<file path="src/hw/rtl/rmq_div_pipe.sv">
// Restoring divider, one quotient bit per stage, quotient capped to 2*DW bits.
// Pure datapath with a common enable; no package use.
`default_nettype none
module rmq_div_pipe #(
	parameter int DW = 16,
	parameter int NW = 46,
	parameter int RW = 21
) (
	input  wire logic            clk,
	input  wire logic            en,
	input  wire logic [NW-1:0]   num,
	input  wire logic [RW-1:0]   den,
	output logic      [2*DW-1:0] quot
);
	localparam int QW = 2 * DW;
	localparam int HW = NW - QW;
	localparam int CW = (HW > RW) ? HW : RW;

	logic [RW:0]   rem_s [0:QW];
	logic [QW-1:0] low_s [0:QW];
	logic [QW-1:0] q_s   [0:QW];
	logic [RW-1:0] den_s [0:QW];
	logic          ovf_s [0:QW];

	always_ff @(posedge clk) begin
		if (en) begin
			ovf_s[0] <= CW'(num[NW-1:QW]) >= CW'(den);
			rem_s[0] <= (RW+1)'(num[NW-1:QW]);
			low_s[0] <= num[QW-1:0];
			q_s[0]   <= '0;
			den_s[0] <= den;
		end
	end

	for (genvar i = 0; i < QW; i++) begin : g_step
		logic [RW:0] trial;
		logic        ge;
		assign trial = {rem_s[i][RW-1:0], low_s[i][QW-1]};
		assign ge    = trial >= {1'b0, den_s[i]};
		always_ff @(posedge clk) begin
			if (en) begin
				rem_s[i+1] <= ge ? (trial - {1'b0, den_s[i]}) : trial;
				low_s[i+1] <= {low_s[i][QW-2:0], 1'b0};
				q_s[i+1]   <= {q_s[i][QW-2:0], ge};
				den_s[i+1] <= den_s[i];
				ovf_s[i+1] <= ovf_s[i];
			end
		end
	end

	assign quot = ovf_s[QW] ? '1 : q_s[QW];

endmodule
`default_nettype wire

</file>
<file path="config.mk">
export PLATFORM = sky130hd
export DESIGN_NAME = rmq_div_pipe
export DESIGN_NICKNAME = d
export VERILOG_FILES = /design/src/hw/rtl/rmq_div_pipe.sv
export SDC_FILE = /design/constraint.sdc
export NUM_CORES = 2
export LEC_CHECK = 0
export BUFFER_PORTS_ARGS = -buffer_cell sky130_fd_sc_hd__buf_2
export CORE_UTILIZATION = 51
export DETAILED_ROUTE_END_ITERATION = 10
export PLACE_DENSITY = 0.69
export SLEW_MARGIN = 40
export SYNTH_ARGS = -nofsm -noshare
export SYNTH_HDL_FRONTEND = slang
export SYNTH_SLANG_ARGS = --single-unit
</file>
<file path="constraint.sdc">
create_clock -name clk -period 3.4 [get_ports clk]
set_clock_uncertainty 0.05 [all_clocks]
set_input_delay 0.17 -clock clk [delete_from_list [all_inputs] [get_ports clk]]
set_output_delay 0.17 -clock clk [all_outputs]
set_load 0.005 [all_outputs]
</file>
==> impl_metrics.prom <==
# TYPE chip_impl_metric gauge
chip_impl_metric{name="routed_wl",unit="um"} 244100
chip_impl_metric{name="synth_sequential_area_ratio",unit=""} 0.6394
chip_impl_metric{name="leakage",unit="nW"} 53.98
chip_impl_metric{name="vdd_drop_max",unit="uV"} 494.3
chip_impl_info{name="worst_setup_path_start_kind",value="flop"} 1
chip_impl_info{name="worst_hold_path_type",value="input port to flop"} 1
chip_impl_metric{name="clock_latency",unit="ns"} 0.92
chip_impl_metric{name="reg2reg_slack",unit="ns"} -0.17
chip_impl_metric{name="crit_fanout",unit=""} 5
chip_impl_metric{name="grt_overflow_total",unit=""} 0
chip_impl_info{name="worst_path_max_delay_cell",value="sky130_fd_sc_hd__edfxtp_1"} 1
chip_impl_info{name="root_cell_of_the_clock_tree",value="sky130_fd_sc_hd__clkbuf_16"} 1
chip_impl_metric{name="relSlewSlack",unit=""} 0.3852
chip_impl_metric{name="core_area",unit="sq um"} 222100
chip_impl_metric{name="num-fill-cells",unit=""} 16960
chip_impl_metric{name="fin_crit_sh",unit=""} 1.050
chip_impl_metric{name="detail-route-antenna-nets",unit=""} 0
chip_impl_metric{name="maxCapViolCount",unit=""} 0
chip_impl_metric{name="post_synth_inst_count",unit=""} 8421
chip_impl_metric{name="clk_path_buf_depth",unit=""} 4
chip_impl_metric{name="ys_seq_elements",unit=""} 2426
chip_impl_metric{name="drcViolationCount",unit=""} 0
chip_impl_metric{name="setup_viol",unit=""} 109
chip_impl_metric{name="die-height",unit="um"} 474.6
chip_impl_info{name="timing.hold.worst_endpoint",value="ovf_s[0]"} 1
chip_impl_info{name="run_status",value="complete, but fails checks"} 1
chip_impl_metric{name="buffer_ports.inserted",unit=""} 100
chip_impl_metric{name="routed_wire_length_per_instance",unit="um"} 19.45
chip_impl_metric{name="synth.cell_area",unit="sq um"} 113900
chip_impl_metric{name="required",unit="ns"} 3.97
chip_impl_metric{name="ys_types",unit=""} 94
chip_impl_metric{name="io_pins",unit=""} 101
chip_impl_metric{name="numPlacedInstances",unit=""} 11820
chip_impl_metric{name="finalHoldWorstSlack",unit="ns"} 0.2102
chip_impl_metric{name="die_w",unit="um"} 474.6
chip_impl_metric{name="vias_in_the_first_global_route",unit=""} 68000
chip_impl_metric{name="areaGrowthSynthToFinish",unit="%"} 18.50
chip_impl_info{name="timing.setup.critical_path_class",value="flop to flop"} 1
chip_impl_metric{name="via_per_inst",unit=""} 5.460
chip_impl_metric{name="clock_tree.htree_level_count",unit=""} 5
chip_impl_info{name="worst_r2r_startpoint",value="low_s[0][63]"} 1
chip_impl_metric{name="yosys_warnings",unit=""} 0
chip_impl_metric{name="synth-edff-count",unit=""} 2426
chip_impl_metric{name="track_usage",unit=""} 0.2116
chip_impl_metric{name="drt_iter0_markers",unit=""} 4883
chip_impl_metric{name="synth_fp_nets",unit=""} 9201
chip_impl_metric{name="postSynthAreaPerCell",unit="sq um"} 13.53
chip_impl_metric{name="maximum_number_of_pins_on_one_net_before_global_route_repair",unit=""} 101
chip_impl_metric{name="post_route_insts_no_fill",unit=""} 12550
chip_impl_metric{name="grt_antenna_before_repair",unit=""} 2
chip_impl_metric{name="postSynth.asyncResetShare",unit=""} 0
chip_impl_metric{name="tightestPinTransition",unit="ns"} 0.9222
chip_impl_metric{name="place_ws",unit="ns"} -0.3043
chip_impl_metric{name="std_cell_rows",unit=""} 173
chip_impl_metric{name="clock_slew_at_reported_path_ffs",unit="ns"} 0.06
chip_impl_metric{name="number_of_clock_sinks",unit=""} 2426
chip_impl_info{name="worst_hold_startpoint",value="den[20]"} 1
chip_impl_metric{name="power_density",unit="nW/um^2"} 913.2
chip_impl_metric{name="layout-drive-gt1-share",unit=""} 0.1824
chip_impl_metric{name="cp.arrival",unit="ns"} 4.15
chip_impl_metric{name="route.vias.total",unit=""} 68540
chip_impl_metric{name="multi_input_area",unit="sq um"} 38660
chip_impl_metric{name="final-hold-violation-count",unit=""} 0
chip_impl_info{name="worst_r2r_endpoint",value="rem_s[0][59]"} 1
chip_impl_metric{name="design.die.area",unit="sq um"} 225300
chip_impl_metric{name="final_replace_weighted_congestion",unit=""} 0.8976
chip_impl_info{name="failing_checks",value="setup timing"} 1
chip_impl_metric{name="place_hpwl",unit="um"} 172200
chip_impl_metric{name="final-seq-area",unit="sq um"} 72850
chip_impl_metric{name="timing.critical_path.slowest_cell_delay",unit="ns"} 0.39
chip_impl_metric{name="layout_setup_ws",unit="ns"} -0.1715
chip_impl_metric{name="hold_path_depth",unit=""} 4
chip_impl_metric{name="worstRegToRegCells",unit=""} 16
chip_impl_info{name="yosys_most_used_dff",value="sky130_fd_sc_hd__edfxtp_1"} 1
chip_impl_metric{name="floorplan.initialDensity",unit=""} 0.5130
chip_impl_metric{name="first_pass_grt_wire_length",unit="um"} 373900
chip_impl_metric{name="layout_min_cycle_time",unit="ns"} 3.571
chip_impl_info{name="crit_path_cell_trace",value="inv_2 -> ha_4 -> inv_2 -> fa_2 -> a21oi_2 -> o21ai_2 -> a2111oi_4 -> o31ai_2 -> a311oi_2 -> a21boi_1 -> o21a_1 -> nor3_4 -> buf_6 -> buf_12 -> buf_12 -> mux2_4"} 1
chip_impl_metric{name="tritoncts.num_buffers",unit=""} 278
chip_impl_info{name="unrepaired_setup_endpoints_after_global_routing",value="true"} 1
chip_impl_metric{name="final_net_count",unit=""} 10160
chip_impl_info{name="cts_tree",value="done"} 1
chip_impl_metric{name="firstDrtPassIters",unit=""} 6
chip_impl_info{name="end_kind",value="flop"} 1
chip_impl_metric{name="fmax",unit="MHz"} 280.0
chip_impl_metric{name="drv_slew",unit=""} 0
## layout make-up
cell class / instances / share of cell area
sequential: 2426 / 0.5396
clock inverter: 158 / 0.01190
clock buffer: 322 / 0.05354
tap: 2975 / 0.02757
inverter: 894 / 0.02485
antenna: 1 / 0.00001853
timing repair buffer: 798 / 0.05623
multi-input combinational: 4978 / 0.2863
## metrics by stage
| stage | TNS [ns] | util | power, W | cell area (sq um) |
|---|---|---|---|---|
| after CTS | -5.369 | 0.5995 | 0.1214 | 133100 |
| final | -7.549 | 0.6079 | 0.1233 | 135000 |
| after detailed placement | -29.28 | 0.5481 | 0.08983 | 121700 |
| after global routing | -27.49 | 0.6079 | 0.1303 | 135000 |
| after global placement | -20.73 | 0.5481 | 0.08907 | 121700 |
| after floorplan | 0 | - | 0.07613 | 113900 |
## registers in the layout (all words and copies together), names as in the netlist
name,cells
den_s,672
low_s,528
ovf_s,33
q_s,528
rem_s,665
## cells by family after synthesis
group / Yosys count / share of synthesized area
multiplexers: 369 / 0.03779
XOR/XNOR: 515 / 0.03959
adder cells (fa/ha/maj): 711 / 0.08012
AO/OA/AOI/OAI: 1863 / 0.1040
AND/OR/NAND/NOR: 1520 / 0.06440
flip-flops: 2426 / 0.6394
buffers and inverters: 1017 / 0.03471
## synth_stat cells (12+ instances only)
| cell | count | area share |
|---|---|---|
| sky130_fd_sc_hd__mux2_4 | 50 | 0.0066 |
| sky130_fd_sc_hd__o21ai_1 | 15 | 0.00066 |
| sky130_fd_sc_hd__a21o_1 | 277 | 0.018 |
| sky130_fd_sc_hd__edfxtp_1 | 2426 | 0.64 |
| sky130_fd_sc_hd__nor3_1 | 109 | 0.0048 |
| sky130_fd_sc_hd__mux2_2 | 281 | 0.028 |
| sky130_fd_sc_hd__a2111oi_0 | 19 | 0.0015 |
| sky130_fd_sc_hd__a31oi_1 | 52 | 0.0029 |
| sky130_fd_sc_hd__xnor2_1 | 298 | 0.023 |
| sky130_fd_sc_hd__o31a_1 | 12 | 0.00092 |
| sky130_fd_sc_hd__or3_1 | 33 | 0.0018 |
| sky130_fd_sc_hd__nor2_1 | 347 | 0.011 |
| sky130_fd_sc_hd__nand4_1 | 80 | 0.0044 |
| sky130_fd_sc_hd__and3_1 | 47 | 0.0026 |
| sky130_fd_sc_hd__a21boi_0 | 28 | 0.0018 |
| sky130_fd_sc_hd__and4_1 | 13 | 0.0010 |
| sky130_fd_sc_hd__o22ai_1 | 14 | 0.00077 |
| sky130_fd_sc_hd__fa_1 | 31 | 0.0054 |
| sky130_fd_sc_hd__o31ai_1 | 40 | 0.0026 |
| sky130_fd_sc_hd__xor2_1 | 217 | 0.017 |
| sky130_fd_sc_hd__buf_6 | 12 | 0.0012 |
| sky130_fd_sc_hd__a211oi_1 | 55 | 0.0036 |
| sky130_fd_sc_hd__nand2b_1 | 53 | 0.0029 |
| sky130_fd_sc_hd__nor3b_1 | 17 | 0.0011 |
| sky130_fd_sc_hd__ha_1 | 680 | 0.075 |
| sky130_fd_sc_hd__o211ai_1 | 23 | 0.0015 |
| sky130_fd_sc_hd__a221oi_1 | 17 | 0.0013 |
| sky130_fd_sc_hd__o21a_1 | 75 | 0.0049 |
| sky130_fd_sc_hd__buf_2 | 32 | 0.0014 |
| sky130_fd_sc_hd__mux2i_1 | 30 | 0.0026 |
| sky130_fd_sc_hd__nor4_1 | 22 | 0.0012 |
| sky130_fd_sc_hd__o21ai_0 | 447 | 0.020 |
| sky130_fd_sc_hd__o21bai_1 | 93 | 0.0061 |
| sky130_fd_sc_hd__or2_2 | 54 | 0.0030 |
| sky130_fd_sc_hd__and2_1 | 31 | 0.0017 |
| sky130_fd_sc_hd__nand3_1 | 126 | 0.0055 |
| sky130_fd_sc_hd__a41oi_1 | 13 | 0.0010 |
| sky130_fd_sc_hd__a21oi_1 | 555 | 0.024 |
| sky130_fd_sc_hd__a31o_2 | 12 | 0.00092 |
| sky130_fd_sc_hd__inv_1 | 894 | 0.029 |
| sky130_fd_sc_hd__clkbuf_1 | 70 | 0.0023 |
| sky130_fd_sc_hd__nand2_1 | 461 | 0.015 |
| sky130_fd_sc_hd__nor2b_1 | 91 | 0.0050 |
## how the worst max path moves through the flow
stage / from / to / cells past startpoint
2_1_floorplan: low_s[0][63] / rem_s[0][57] / 14
3_3_place_gp: low_s[0][735] / rem_s[0][507] / 13
3_5_place_dp: low_s[0][991] / rem_s[0][690] / 14
4_1_cts: low_s[0][991] / rem_s[0][686] / 15
5_1_grt: low_s[0][63] / rem_s[0][59] / 16
6_report: low_s[0][63] / rem_s[0][59] / 16
## what timing repair did
item	4_1_cts	5_1_grt
buffers inserted	49	44
hold buffers	135	0
endpoints found under the hold margin	180	0
resized for setup	121	348
gates cloned	15	18
endpoints found under the setup margin	373	585
pin swaps	51	128
## per-layer routing
layer  up-vias  routed length, um  global-route usage
li1      33180                  -                   -
met1     33360             106500              0.2773
met2      1501             120300              0.3625
met3       500               9504             0.02698
met4         0               7922             0.07123
met5         -                  0                   0
## worst max-delay path: cells and delay by family (launching register included)
family,cells,cell delay (ns)
AOI/OAI and AO/OA,7,1.42
adders and majority gates,2,0.48
buffers and inverters,5,0.51
DFF,1,0.39
muxes,1,0.30
and+or+nand+nor,1,0.16
## cells in the final DEF, fill, tap and decap left out, types with 135 or more instances in the layout
cell type / count
sky130_fd_sc_hd__a21o_1: 275
sky130_fd_sc_hd__inv_1: 875
sky130_fd_sc_hd__o21ai_0: 408
sky130_fd_sc_hd__mux2_2: 240
sky130_fd_sc_hd__dlygate4sd3_1: 135
sky130_fd_sc_hd__ha_1: 666
sky130_fd_sc_hd__xor2_1: 217
sky130_fd_sc_hd__buf_4: 426
sky130_fd_sc_hd__clkbuf_16: 306
sky130_fd_sc_hd__nor2_1: 320
sky130_fd_sc_hd__nand2_1: 452
sky130_fd_sc_hd__a21oi_1: 506
sky130_fd_sc_hd__edfxtp_1: 2426
sky130_fd_sc_hd__xnor2_1: 298
## power by group
part           internal, W  total [W]  switching, W
registers           0.0413     0.0454       0.00414
clock network       0.0175     0.0291        0.0116
logic               0.0241     0.0488        0.0246
(Power assumes the default switching activity.)
