$ cat src/hw/rtl/rmq_sqrt_pipe.sv
// Integer square root, one result bit per stage, then (root + 1) / 2.
// Pure datapath with a common enable; no package use.
`default_nettype none
module rmq_sqrt_pipe #(
	parameter int DW = 16
) (
	input  wire logic            clk,
	input  wire logic            en,
	input  wire logic [2*DW-1:0] n,
	output logic      [DW-1:0]   half
);
	logic [DW+1:0]   rem_s  [0:DW];
	logic [DW-1:0]   root_s [0:DW];
	logic [2*DW-1:0] bits_s [0:DW];
	logic [DW:0]     inc;

	always_ff @(posedge clk) begin
		if (en) begin
			rem_s[0]  <= '0;
			root_s[0] <= '0;
			bits_s[0] <= n;
		end
	end

	for (genvar i = 0; i < DW; i++) begin : g_step
		logic [DW+1:0] cur, trial;
		logic          ge;
		assign cur   = {rem_s[i][DW-1:0], bits_s[i][2*DW-1 -: 2]};
		assign trial = {root_s[i], 2'b01};
		assign ge    = cur >= trial;
		always_ff @(posedge clk) begin
			if (en) begin
				rem_s[i+1]  <= ge ? (cur - trial) : cur;
				root_s[i+1] <= {root_s[i][DW-2:0], ge};
				bits_s[i+1] <= {bits_s[i][2*DW-3:0], 2'b00};
			end
		end
	end

	// round half away: sqrt/2 rounded
	assign inc  = {1'b0, root_s[DW]} + (DW+1)'(1);
	assign half = inc[DW:1];

endmodule
`default_nettype wire

$ cat config.mk
export PLATFORM = sky130hd
export DESIGN_NAME = rmq_sqrt_pipe
export DESIGN_NICKNAME = d
export VERILOG_FILES = /design/src/hw/rtl/rmq_sqrt_pipe.sv
export SDC_FILE = /design/constraint.sdc
export NUM_CORES = 1
export LEC_CHECK = 0
export ABC_AREA = 0
export BUFFER_PORTS_ARGS = -buffer_cell sky130_fd_sc_hd__buf_4
export CAP_MARGIN = 10
export CORE_AREA = 2 2 313 315
export DETAILED_ROUTE_END_ITERATION = 8
export DIE_AREA = 0 0 315 317
export MAX_ROUTING_LAYER = met4
export PLACE_DENSITY = 0.5
export RECOVER_POWER = 25
export SLEW_MARGIN = 5
export SYNTH_ARGS = -nofsm -noshare
export SYNTH_HDL_FRONTEND = slang
export SYNTH_SLANG_ARGS = --single-unit
$ cat constraint.sdc
create_clock -name clk -period 7 [get_ports clk]
set_input_delay 0.7 -clock clk [delete_from_list [all_inputs] [get_ports clk]]
set_output_delay 0.7 -clock clk [all_outputs]
set_load 0.01 [all_outputs]
==> results.tsv, run 1 <==
stage	metric	value	unit
run_status	outcome	finished clean	
setup_path	cp-end-kind	register	
clock_network	post_cts_buffers	0	
timing	setup_viol	0	
detailed_routing	ant_nets	0	
yosys	avgSynthCellArea	13.5	sq um
clock_network	postCtsHoldBufs	0	
detailed_routing	via_per_inst	4.59	
grt	gr-total-overflow	0	
clock_network	cts-root-buf	clkbuf_16	
grt	grt_use_total	0.113	
power_and_ir_drop	clkPwrFrac	0.365	
clock_network	cts_tree	yes	
floorplan	rows	114	
layout	seq_area	0.0190	sq mm
floorplan	die_width	315	um
timing	fin_tns_setup	0	ps
worst_hold_path	min_from	n[6]	
yosys	ys_types	77	
power_and_ir_drop	p_switching	0.00274	W
power_and_ir_drop	power.density	315	mW/mm^2
placed_design	gp_congestion	0.865	
grt	antenna_found_initial	0	
clock_network	cts_made_buffers	74	
power_and_ir_drop	intPower	0.00768	W
timing	worst_slew_pin_slew	1250	ps
power_and_ir_drop	power_frac_comb	0.160	
layout	drive_above_1_share	0.0929	
yosys	yosysWarnings	0	
yosys	synthArstFlopShare	0	
timing	fin_crit	3410	ps
yosys	netlist_area	0.0287	sq mm
detailed_routing	drt_pass1_iterations	5	
clock_network	clock_sinks	632	
floorplan	ios	50	
job	maxCapViolations	0	
detailed_routing	first_iter_violations	1042	
yosys	syn-num-nets	2314	
floorplan	core	0.0963	sq mm
setup_path	critical_path_class	register to register	
setup_path	cp.arrival	3800	ps
power_and_ir_drop	switching_share	0.263	
grt	grt_pass1_wl	87.6	mm
timing	maxSlewViolCount	0	
clock_network	clock_latency	640	ps
layout	multiInputGateArea	0.00894	sq mm
setup_path	path_max_fanout	30	
detailed_routing	drc	0	
power_and_ir_drop	pwr-share-seq	0.475	
power_and_ir_drop	peakVddDrop	0.000182	V
setup_path	crit_start	rem_s[0][259]$_DFFE_PP_	
timing	rsz0062_at_grt	false	
timing	fmax	0.293	GHz
layout	n_antenna_cell	0	
yosys	synth_edf_count	632	
detailed_routing	num_vias	16400	
setup_path	cp.required	7390	ps
timing	hold_viol	0	
timing	slew_headroom	0.166	
detailed_routing	wl_per_cell	15.1	um
clock_network	cts.htree.levels	3	
timing	fin_hold_ws	266	ps
layout	nFillCells	9307	
clock_network	clk_pin_slew_worst_paths	60	ps
yosys	ys_seq_area_frac	0.661	
layout	final_net_count	2423	
setup_path	r2r-start	rem_s[0][259]$_DFFE_PP_	
floorplan	die_h	317	um
setup_path	cp-start-kind	register	
power_and_ir_drop	power_leakage	12.6	nW
floorplan	initial_utilization	0.298	
yosys	syn_inst	2127	
grt	grt_max_degree	183	
clock_network	clock_path_buffers	3	
grt	grt_pass1_vias	16500	
clock_network	cts_resized	0	
layout	finalInstanceArea	0.0331	sq mm
timing	fin_crit_sh	0.487	
timing	fin_worst_skew	24.1	ps
placed_design	io_buffers	49	
layout	syn_to_final_growth	15.2	%
detailed_routing	routed_wirelength	54.0	mm
worst_hold_path	hp-class	input port to register	
placed_design	dpl_cell_area	0.0307	sq mm
yosys	synthFlopType	edfxtp_1	
placed_design	dp_hpwl	36.9	mm
floorplan	die-area	0.0999	sq mm
yosys	synth_seq_cells	632	
[registers in the layout, summed over array words and instances (netlist names)]
| name | cells |
|---|---|
| bits_s | 272 |
| rem_s | 224 |
| root_s | 136 |
[cells in the final DEF (no fill, tap or decap), types with 15 or more instances in the layout]
cell type  count
nand2b_1      33
a21o_1        38
nor2_1       148
buf_4         22
ha_1         153
o31ai_1       15
o21ai_0       85
nand2_1       93
a21oi_1      137
edfxtp_1     632
xor2_1        66
or2_2         15
clkbuf_16     75
xnor2_1      107
clkinv_1      19
nand4_1       15
inv_1        187
nand3_1       39
o21a_1        31
clkbuf_1      16
clkbuf_4      30
mux2_2        26
nor3_1        47
nor4_1        17
or3_1         21
nor2b_1       24
[worst max-delay path: stages (launching register included)]
cell and delay, ps:
edfxtp_1 400, ha_1 430, a21oi_1 180, o21ai_0 190, a221o_1 380, a21oi_1 240, a22o_1 880, inv_1 150
mux2_2 310
[routing by layer]
metal,vias up,part of all wire,track usage
met5,-,0,-
met1,7878,0.45,0.142
met2,302,0.47,0.180
met3,87,0.051,0.0228
met4,0,0.024,0.0418
li1,8111,-,-
[synth_stat cells, types with 5 or more instances]
| library cell | n | area, sq um |
|---|---|---|
| a21o_1 | 38 | 285 |
| o21bai_1 | 5 | 37.5 |
| nor4_1 | 17 | 106 |
| nor3_1 | 47 | 235 |
| nor2_1 | 148 | 556 |
| inv_1 | 187 | 702 |
| a21boi_0 | 7 | 52.6 |
| xor2_1 | 66 | 578 |
| a211o_1 | 5 | 43.8 |
| a31oi_1 | 13 | 81.3 |
| o21ai_0 | 85 | 425 |
| nand4_1 | 15 | 93.8 |
| xnor2_1 | 107 | 937 |
| o211ai_1 | 11 | 82.6 |
| o31ai_1 | 15 | 113 |
| nand2b_1 | 33 | 206 |
| and2_1 | 10 | 62.6 |
| or3_1 | 21 | 131 |
| a21oi_1 | 137 | 686 |
| a211oi_1 | 8 | 60.1 |
| edfxtp_1 | 632 | 19000 |
| o41ai_1 | 5 | 43.8 |
| nand3b_1 | 7 | 52.6 |
| or4_1 | 14 | 105 |
| and3_1 | 12 | 75.1 |
| nor2b_1 | 24 | 150 |
| o22ai_1 | 5 | 31.3 |
| mux2_2 | 26 | 293 |
| clkbuf_1 | 21 | 78.8 |
| o21a_1 | 31 | 233 |
| ha_1 | 153 | 1910 |
| or2_2 | 15 | 93.8 |
| mux2i_1 | 5 | 50.1 |
| nand3_1 | 39 | 195 |
| nand2_1 | 93 | 349 |
[through the flow]
stage	worst slack, ps	util	cells	total power (W)
2_1_floorplan	4270	-	2127	0.00614
3_3_place_gp	3650	0.319	3435	0.00666
3_5_place_dp	3610	0.319	3435	0.00670
4_1_cts	3610	0.344	3567	0.0106
5_1_grt	3240	0.344	3568	0.0110
6_report	3590	0.344	3568	0.0104
[cell type report]
type / count / share of cell area
clock inverter: 44 / 0.0140
clock buffer: 88 / 0.0582
multi-input combinational: 1279 / 0.270
inverter: 190 / 0.0216
tap: 1276 / 0.0482
sequential: 632 / 0.574
timing repair buffer: 59 / 0.0144
[final timing paths]
check	endpoint	slack, ps	depth (start not counted)
worst max register to register	rem_s[0][284]$_DFFE_PP_	3590	8
worst min register to register	bits_s[0][447]$_DFFE_PP_	410	0
worst max-delay path	rem_s[0][284]$_DFFE_PP_	3590	8
worst min-delay path	bits_s[0][6]$_DFFE_PP_	270	1
[power by group through the flow]
| stage | clock, W | combinational, W | sequential, W |
|---|---|---|---|
| after detailed placement | 0 | 0.00166 | 0.00504 |
| after global placement | 0 | 0.00163 | 0.00503 |
| after floorplan | 0 | 0.00122 | 0.00492 |
| after global routing | 0.00410 | 0.00189 | 0.00500 |
| after CTS | 0.00395 | 0.00167 | 0.00496 |
| final | 0.00380 | 0.00167 | 0.00495 |
[cells by family (layout without fill, tap and decap cells)]
group                      count (synthesis)  after routing  share of synthesized area
other                                      1              1                   0.000131
DFF                                      632            632                      0.661
xor gates and xnor gates                 173            173                     0.0527
AOI/OAI and AO/OA                        404            404                     0.0882
muxes                                     31             31                     0.0119
adders and majority gates                153            153                     0.0666
and+or+nand+nor                          517            517                     0.0912
buffers and inverters                    216            381                     0.0285
No activity file was read; power rests on OpenSTA's default activity.
==> run 2, diff against run 1 <==
PLACE_DENSITY = 0.51   (was 0.5)
clock period = 2.9 ns   (was 7 ns; I/O delays follow)
==> results.tsv, run 2 (synthesis gave the netlist of run 1 again) <==
stage	metric	value	unit	change
clock_network	clock_sinks	632		unchanged
layout	layout.cells.most_common_list	632 x edfxtp_1, 187 x inv_1, 150 x ha_1		was 632 x edfxtp_1, 187 x inv_1, 153 x ha_1
timing	fin_crit_sh	0.956		was 0.487
layout	drive_above_1_share	0.115		was 0.0929
timing	maxSlewViolCount	0		unchanged
placed_design	dp_hpwl	38.3	mm	was 36.9 mm
layout	max_flop_register	bits_s		unchanged
clock_network	clk_pin_slew_worst_paths	60	ps	about the same
timing	setup_viol	0		unchanged
setup_path	cp.required	3250	ps	was 7390 ps
layout	multiInputGateArea	0.00899	sq mm	was 0.00894 sq mm
power_and_ir_drop	power.density	733	mW/mm^2	was 315 mW/mm^2
worst_hold_path	min_from	bits_s[0][412]$_DFFE_PP_		was n[6]
floorplan	ios	50		unchanged
floorplan	die_width	315	um	unchanged
timing	rsz0062_at_grt	false		unchanged
layout	nFillCells	9266		was 9307
floorplan	die-area	0.0999	sq mm	unchanged
floorplan	core	0.0963	sq mm	unchanged
setup_path	cp-end-kind	register		unchanged
timing	setup_ws	127	ps	was 3590 ps
setup_path	cp-start-kind	register		unchanged
timing	fin_worst_skew	21.2	ps	was 24.1 ps
grt	grt_max_degree	92		was 183
clock_network	cts_made_buffers	71		was 74
detailed_routing	num_vias	16700		was 16400
clock_network	post_cts_buffers	0		unchanged
clock_network	cts_tree	yes		unchanged
setup_path	crit_start	rem_s[0][162]$_DFFE_PP_		was rem_s[0][259]$_DFFE_PP_
power_and_ir_drop	power_frac_comb	0.174		was 0.160
grt	grt_pass1_vias	16800		was 16500
worst_hold_path	hp-class	register to register		was input port to register
timing	fmax	0.361	GHz	was 0.293 GHz
power_and_ir_drop	peakVddDrop	0.000443	V	was 0.000182 V
grt	grt_pass1_wl	88.4	mm	was 87.6 mm
placed_design	place_ws	33.6	ps	was 3610 ps
clock_network	cts-root-buf	clkbuf_16		unchanged
floorplan	die_h	317	um	unchanged
run_status	outcome	finished clean		unchanged
grt	grt_use_total	0.114		was 0.113
detailed_routing	drt_pass1_iterations	6		was 5
detailed_routing	ant_nets	0		unchanged
timing	fin_tns_setup	0	ps	unchanged
placed_design	gp_congestion	0.842		was 0.865
layout	largest_reg_flops	272		unchanged
timing	fin_crit	2770	ps	was 3410 ps
placed_design	io_buffers	49		unchanged
power_and_ir_drop	power_leakage	12.8	nW	was 12.6 nW
layout	n_antenna_cell	0		unchanged
grt	antenna_found_initial	0		unchanged
layout	top_regs	bits_s (272), rem_s (224), root_s (136)		unchanged
floorplan	rows	114		unchanged
floorplan	initial_utilization	0.298		unchanged
power_and_ir_drop	intPower	0.0182	W	was 0.00768 W
layout	final_net_count	2504		was 2423
detailed_routing	first_iter_violations	1130		was 1042
clock_network	cts.htree.levels	3		unchanged
timing	hold_viol	0		unchanged
clock_network	clock_path_buffers	3		unchanged
power_and_ir_drop	clkPwrFrac	0.343		was 0.365
power_and_ir_drop	switching_share	0.265		was 0.263
layout	final_common_cell	edfxtp_1		unchanged
job	maxCapViolations	0		unchanged
setup_path	r2r-start	rem_s[0][162]$_DFFE_PP_		was rem_s[0][259]$_DFFE_PP_
layout	syn_to_final_growth	17.4	%	was 15.2%
setup_path	path_max_fanout	4		was 30
power_and_ir_drop	p_switching	0.00656	W	was 0.00274 W
detailed_routing	drc	0		unchanged
timing	worst_slew_pin_slew	1500	ps	was 1250 ps
detailed_routing	wl_per_cell	14.9	um	was 15.1 um
clock_network	clock_latency	610	ps	was 640 ps
power_and_ir_drop	pwr-share-seq	0.483		was 0.475
detailed_routing	via_per_inst	4.58		was 4.59
layout	seq_area	0.0190	sq mm	unchanged
detailed_routing	routed_wirelength	54.5	mm	was 54.0 mm
grt	gr-total-overflow	0		unchanged
timing	slew_headroom	0.000862		was 0.166
setup_path	cp.arrival	3120	ps	was 3800 ps
timing	fin_hold_ws	407	ps	was 266 ps
setup_path	critical_path_class	register to register		unchanged
run 2: changes by cell type in the layout (fill, tap and decap cells not counted), moves of 5 or more:
| cell | before | now |
|---|---|---|
| clkinv_4 | 0 | 6 |
| clkinvlp_4 | 1 | 6 |
| clkinv_2 | 12 | 6 |
| dlygate4sd3_1 | 0 | 32 |
| buf_12 | 3 | 9 |
| buf_4 | 22 | 68 |
run 2: what timing repair did:
item	in CTS	in global routing
endpoints found under the hold margin	32	0
endpoints found under the setup margin	0	38
hold buffers	32	0
resized for setup	0	19
run 2: power by group through the flow:
stage               Combinational [W]  Sequential, W  Clock (W)
detailed placement            0.00423         0.0121          0
floorplan                     0.00294         0.0119          0
global placement              0.00416         0.0121          0
finish                        0.00430         0.0119    0.00848
CTS                           0.00429         0.0120    0.00884
global route                  0.00485         0.0121    0.00917
run 2: cell type report:
type,instances,share of cell area
repair buffers,143,0.0372
multi-input cells,1279,0.266
flip-flops and latches,632,0.563
well taps,1276,0.0473
inverters,190,0.0213
clock inverters,44,0.0108
clock buffers,85,0.0542
run 2: worst paths after layout:
path	slack [ps]	end	cells past startpoint
setup / recovery	130	rem_s[0][195]$_DFFE_PP_	8
hold / removal	410	bits_s[0][446]$_DFFE_PP_	0
setup reg to reg	130	rem_s[0][195]$_DFFE_PP_	8
hold reg to reg	410	bits_s[0][446]$_DFFE_PP_	0
run 2: stage by stage:
step	total power (W)	area, sq um	cells	util
6_report	0.0247	33700	3649	0.350
3_5_place_dp	0.0164	31200	3488	0.324
5_1_grt	0.0261	33700	3649	0.350
4_1_cts	0.0251	33700	3649	0.350
3_3_place_gp	0.0163	31200	3488	0.324
2_1_floorplan	0.0148	28700	2127	-
run 2: critical path: stages (launching register included):
cell	delay, ps
edfxtp_1	390
ha_1	360
o21ai_1	130
a21oi_1	130
and4_1	230
or2_2	330
a221o_1	360
a2111o_1	450
xnor2_1	130
run 2: per-layer routing:
layer / share of wire / global-route usage / routed length [um] / vias up
met5: 0 / - / 0 / -
met4: 0.029 / 0.0461 / 1600 / 0
met3: 0.040 / 0.0185 / 2190 / 114
met2: 0.47 / 0.184 / 25900 / 283
met1: 0.46 / 0.143 / 24800 / 8031
li1: - / - / - / 8268
==> run 3, diff against run 2 <==
RECOVER_POWER = 100   (was 25)
==> results.tsv, run 3 (synthesis gave the netlist of run 1 again) <==
stage	metric	value	unit	change
detailed_routing	drc	0		unchanged
layout	drive_above_1_share	0.103		was 0.115
timing	fmax	0.362	GHz	was 0.361 GHz
timing	fin_tns_setup	0	ps	unchanged
timing	slew_headroom	0.148		was 0.000862
detailed_routing	ant_nets	0		unchanged
job	maxCapViolations	0		unchanged
setup_path	cp.required	3250	ps	about the same
worst_hold_path	hp-class	register to register		unchanged
setup_path	critical_path_class	register to register		unchanged
grt	grt_use_total	0.114		unchanged
worst_hold_path	min_from	bits_s[0][412]$_DFFE_PP_		unchanged
layout	layout.cells.most_common_list	632 x edfxtp_1, 187 x inv_1, 150 x ha_1		unchanged
timing	fin_crit_sh	0.953		was 0.956
detailed_routing	via_per_inst	4.57		was 4.58
setup_path	rrSetupSlack	140	ps	was 130 ps
setup_path	path_max_fanout	4		unchanged
detailed_routing	wl_per_cell	14.9	um	about the same
setup_path	cpPeakStageDelay	450	ps	about the same
timing	fin_crit	2760	ps	was 2770 ps
floorplan	rows	114		unchanged
detailed_routing	drt_pass1_iterations	5		was 6
clock_network	clock_sinks	632		unchanged
layout	syn_to_final_growth	16.7	%	was 17.4%
timing	hold_viol	0		unchanged
floorplan	core	0.0963	sq mm	unchanged
clock_network	cts_tree	yes		unchanged
worst_hold_path	holdPathEnd	bits_s[0][446]$_DFFE_PP_		unchanged
detailed_routing	num_vias	16700		about the same
setup_path	cp.arrival	3110	ps	was 3120 ps
run_status	outcome	finished clean		unchanged
clock_network	clock_latency	610	ps	about the same
timing	fin_hold_ws	406	ps	was 407 ps
placed_design	dp_hpwl	38.3	mm	unchanged
clock_network	cts-root-buf	clkbuf_16		unchanged
grt	gr-total-overflow	0		unchanged
clock_network	cts.htree.levels	3		unchanged
timing	setup_viol	0		unchanged
setup_path	path_delay_family	compound AO/OA/AOI/OAI gates		unchanged
floorplan	die_h	317	um	unchanged
clock_network	cts_made_buffers	71		unchanged
power_and_ir_drop	peakVddDrop	0.000443	V	about the same
layout	final_common_cell	edfxtp_1		unchanged
placed_design	io_buffers	49		unchanged
timing	worst_slew_pin_slew	1280	ps	was 1500 ps
setup_path	crit_chain	ha_1, o21ai_1, a21oi_1, and4_1, or2_2, a221o_1, a2111o_1, xnor2_1		unchanged
power_and_ir_drop	power_leakage	12.7	nW	was 12.8 nW
power_and_ir_drop	power.density	735	mW/mm^2	was 733 mW/mm^2
setup_path	worst-path-buf-inv	0		unchanged
setup_path	cp-end-kind	register		unchanged
layout	largest_reg_flops	272		unchanged
timing	fin_worst_skew	21.7	ps	was 21.2 ps
layout	final_net_count	2504		unchanged
setup_path	crit_path_top_delay_cell	a2111o_1		unchanged
setup_path	reg2reg_depth	8		unchanged
clock_network	clock_path_buffers	3		unchanged
setup_path	r2r-start	rem_s[0][162]$_DFFE_PP_		unchanged
grt	grt_max_degree	92		unchanged
grt	antenna_found_initial	0		unchanged
timing	rsz0062_at_grt	false		unchanged
layout	top_regs	bits_s (272), rem_s (224), root_s (136)		unchanged
clock_network	clk_pin_slew_worst_paths	60	ps	about the same
grt	grt_pass1_wl	88.4	mm	unchanged
layout	n_antenna_cell	0		unchanged
floorplan	die-area	0.0999	sq mm	unchanged
worst_hold_path	hold_depth	0		unchanged
floorplan	die_width	315	um	unchanged
setup_path	cp-start-kind	register		unchanged
floorplan	initial_utilization	0.298		unchanged
layout	max_flop_register	bits_s		unchanged
detailed_routing	first_iter_violations	1101		was 1130
detailed_routing	routed_wirelength	54.5	mm	about the same
grt	grt_pass1_vias	16800		unchanged
floorplan	ios	50		unchanged
timing	maxSlewViolCount	0		unchanged
setup_path	r2r_end	rem_s[0][195]$_DFFE_PP_		unchanged
placed_design	gp_congestion	0.842		unchanged
[run 3: cell types whose count changed in the layout (fill, tap and decap cells not counted), moves of 3 or more]
| cell | previous run | this run |
|---|---|---|
| clkbuf_4 | 31 | 37 |
| mux2_2 | 26 | 23 |
| buf_12 | 9 | 3 |
| buf_4 | 68 | 36 |
| and2_0 | 0 | 7 |
| mux2_1 | 0 | 3 |
| clkbuf_2 | 1 | 11 |
| clkbuf_1 | 16 | 38 |
| and2_1 | 10 | 3 |
[run 3: how the worst max path moves through the flow]
stage / slack [ps] / to / start / cells past startpoint
floorplan: 170 / rem_s[0][208]$_DFFE_PP_ / rem_s[0][188]$_DFFE_PP_ / 7
global placement: 40 / rem_s[0][192]$_DFFE_PP_ / bits_s[0][318]$_DFFE_PP_ / 10
detailed placement: 30 / rem_s[0][192]$_DFFE_PP_ / bits_s[0][318]$_DFFE_PP_ / 10
CTS: 10 / rem_s[0][185]$_DFFE_PP_ / bits_s[0][318]$_DFFE_PP_ / 9
global route: 3 / rem_s[0][195]$_DFFE_PP_ / rem_s[0][162]$_DFFE_PP_ / 8
finish: 140 / rem_s[0][195]$_DFFE_PP_ / rem_s[0][162]$_DFFE_PP_ / 8
[run 3: layer usage]
layer	wire, um	vias to the layer above	share of wire	GRT usage
li1	-	8267	-	-
met1	24800	8004	0.45	0.143
met2	25900	304	0.48	0.184
met3	2260	110	0.041	0.0185
met4	1570	0	0.029	0.0461
met5	0	-	0	-
[run 3: cell type report]
class	count	area, sq um
Clock inverter	44	365
Timing Repair Buffer	143	1070
Multi-Input combinational cell	1279	8970
Tap cell	1276	1600
Fill cell	9308	62700
Inverter	190	718
Clock buffer	85	1830
Sequential cell	632	19000
[run 3: worst register-to-register path: stages, from the launching register on]
cell and delay (ps):
edfxtp_1 390, ha_1 360, o21ai_1 130, a21oi_1 130, and4_1 230, or2_2 330
a221o_1 360, a2111o_1 450, xnor2_1 130
[run 3: report_power, final]
part           internal, W  leakage (nW)  switching [W]
clock network      0.00483          1.05        0.00365
logic              0.00189          5.62        0.00234
registers           0.0114          6.06       0.000564
total               0.0181          12.7        0.00656
[run 3: what timing repair did]
item,CTS,global route
endpoints found under the hold margin,32,0
setup endpoints to repair,0,38
gates resized for setup,0,19
hold buffers,32,0
buffers inserted,0,0
[run 3: stage by stage]
step	cells	power (W)	utilization	setup WS, ps	instance area [sq um]
3_3_place_gp	3488	0.0163	0.324	44.5	31200
2_1_floorplan	2127	0.0148	-	168	28700
3_5_place_dp	3488	0.0164	0.324	33.6	31200
5_1_grt	3649	0.0260	0.348	3.40	33500
4_1_cts	3649	0.0251	0.350	11.0	33700
6_report	3649	0.0247	0.348	135	33500
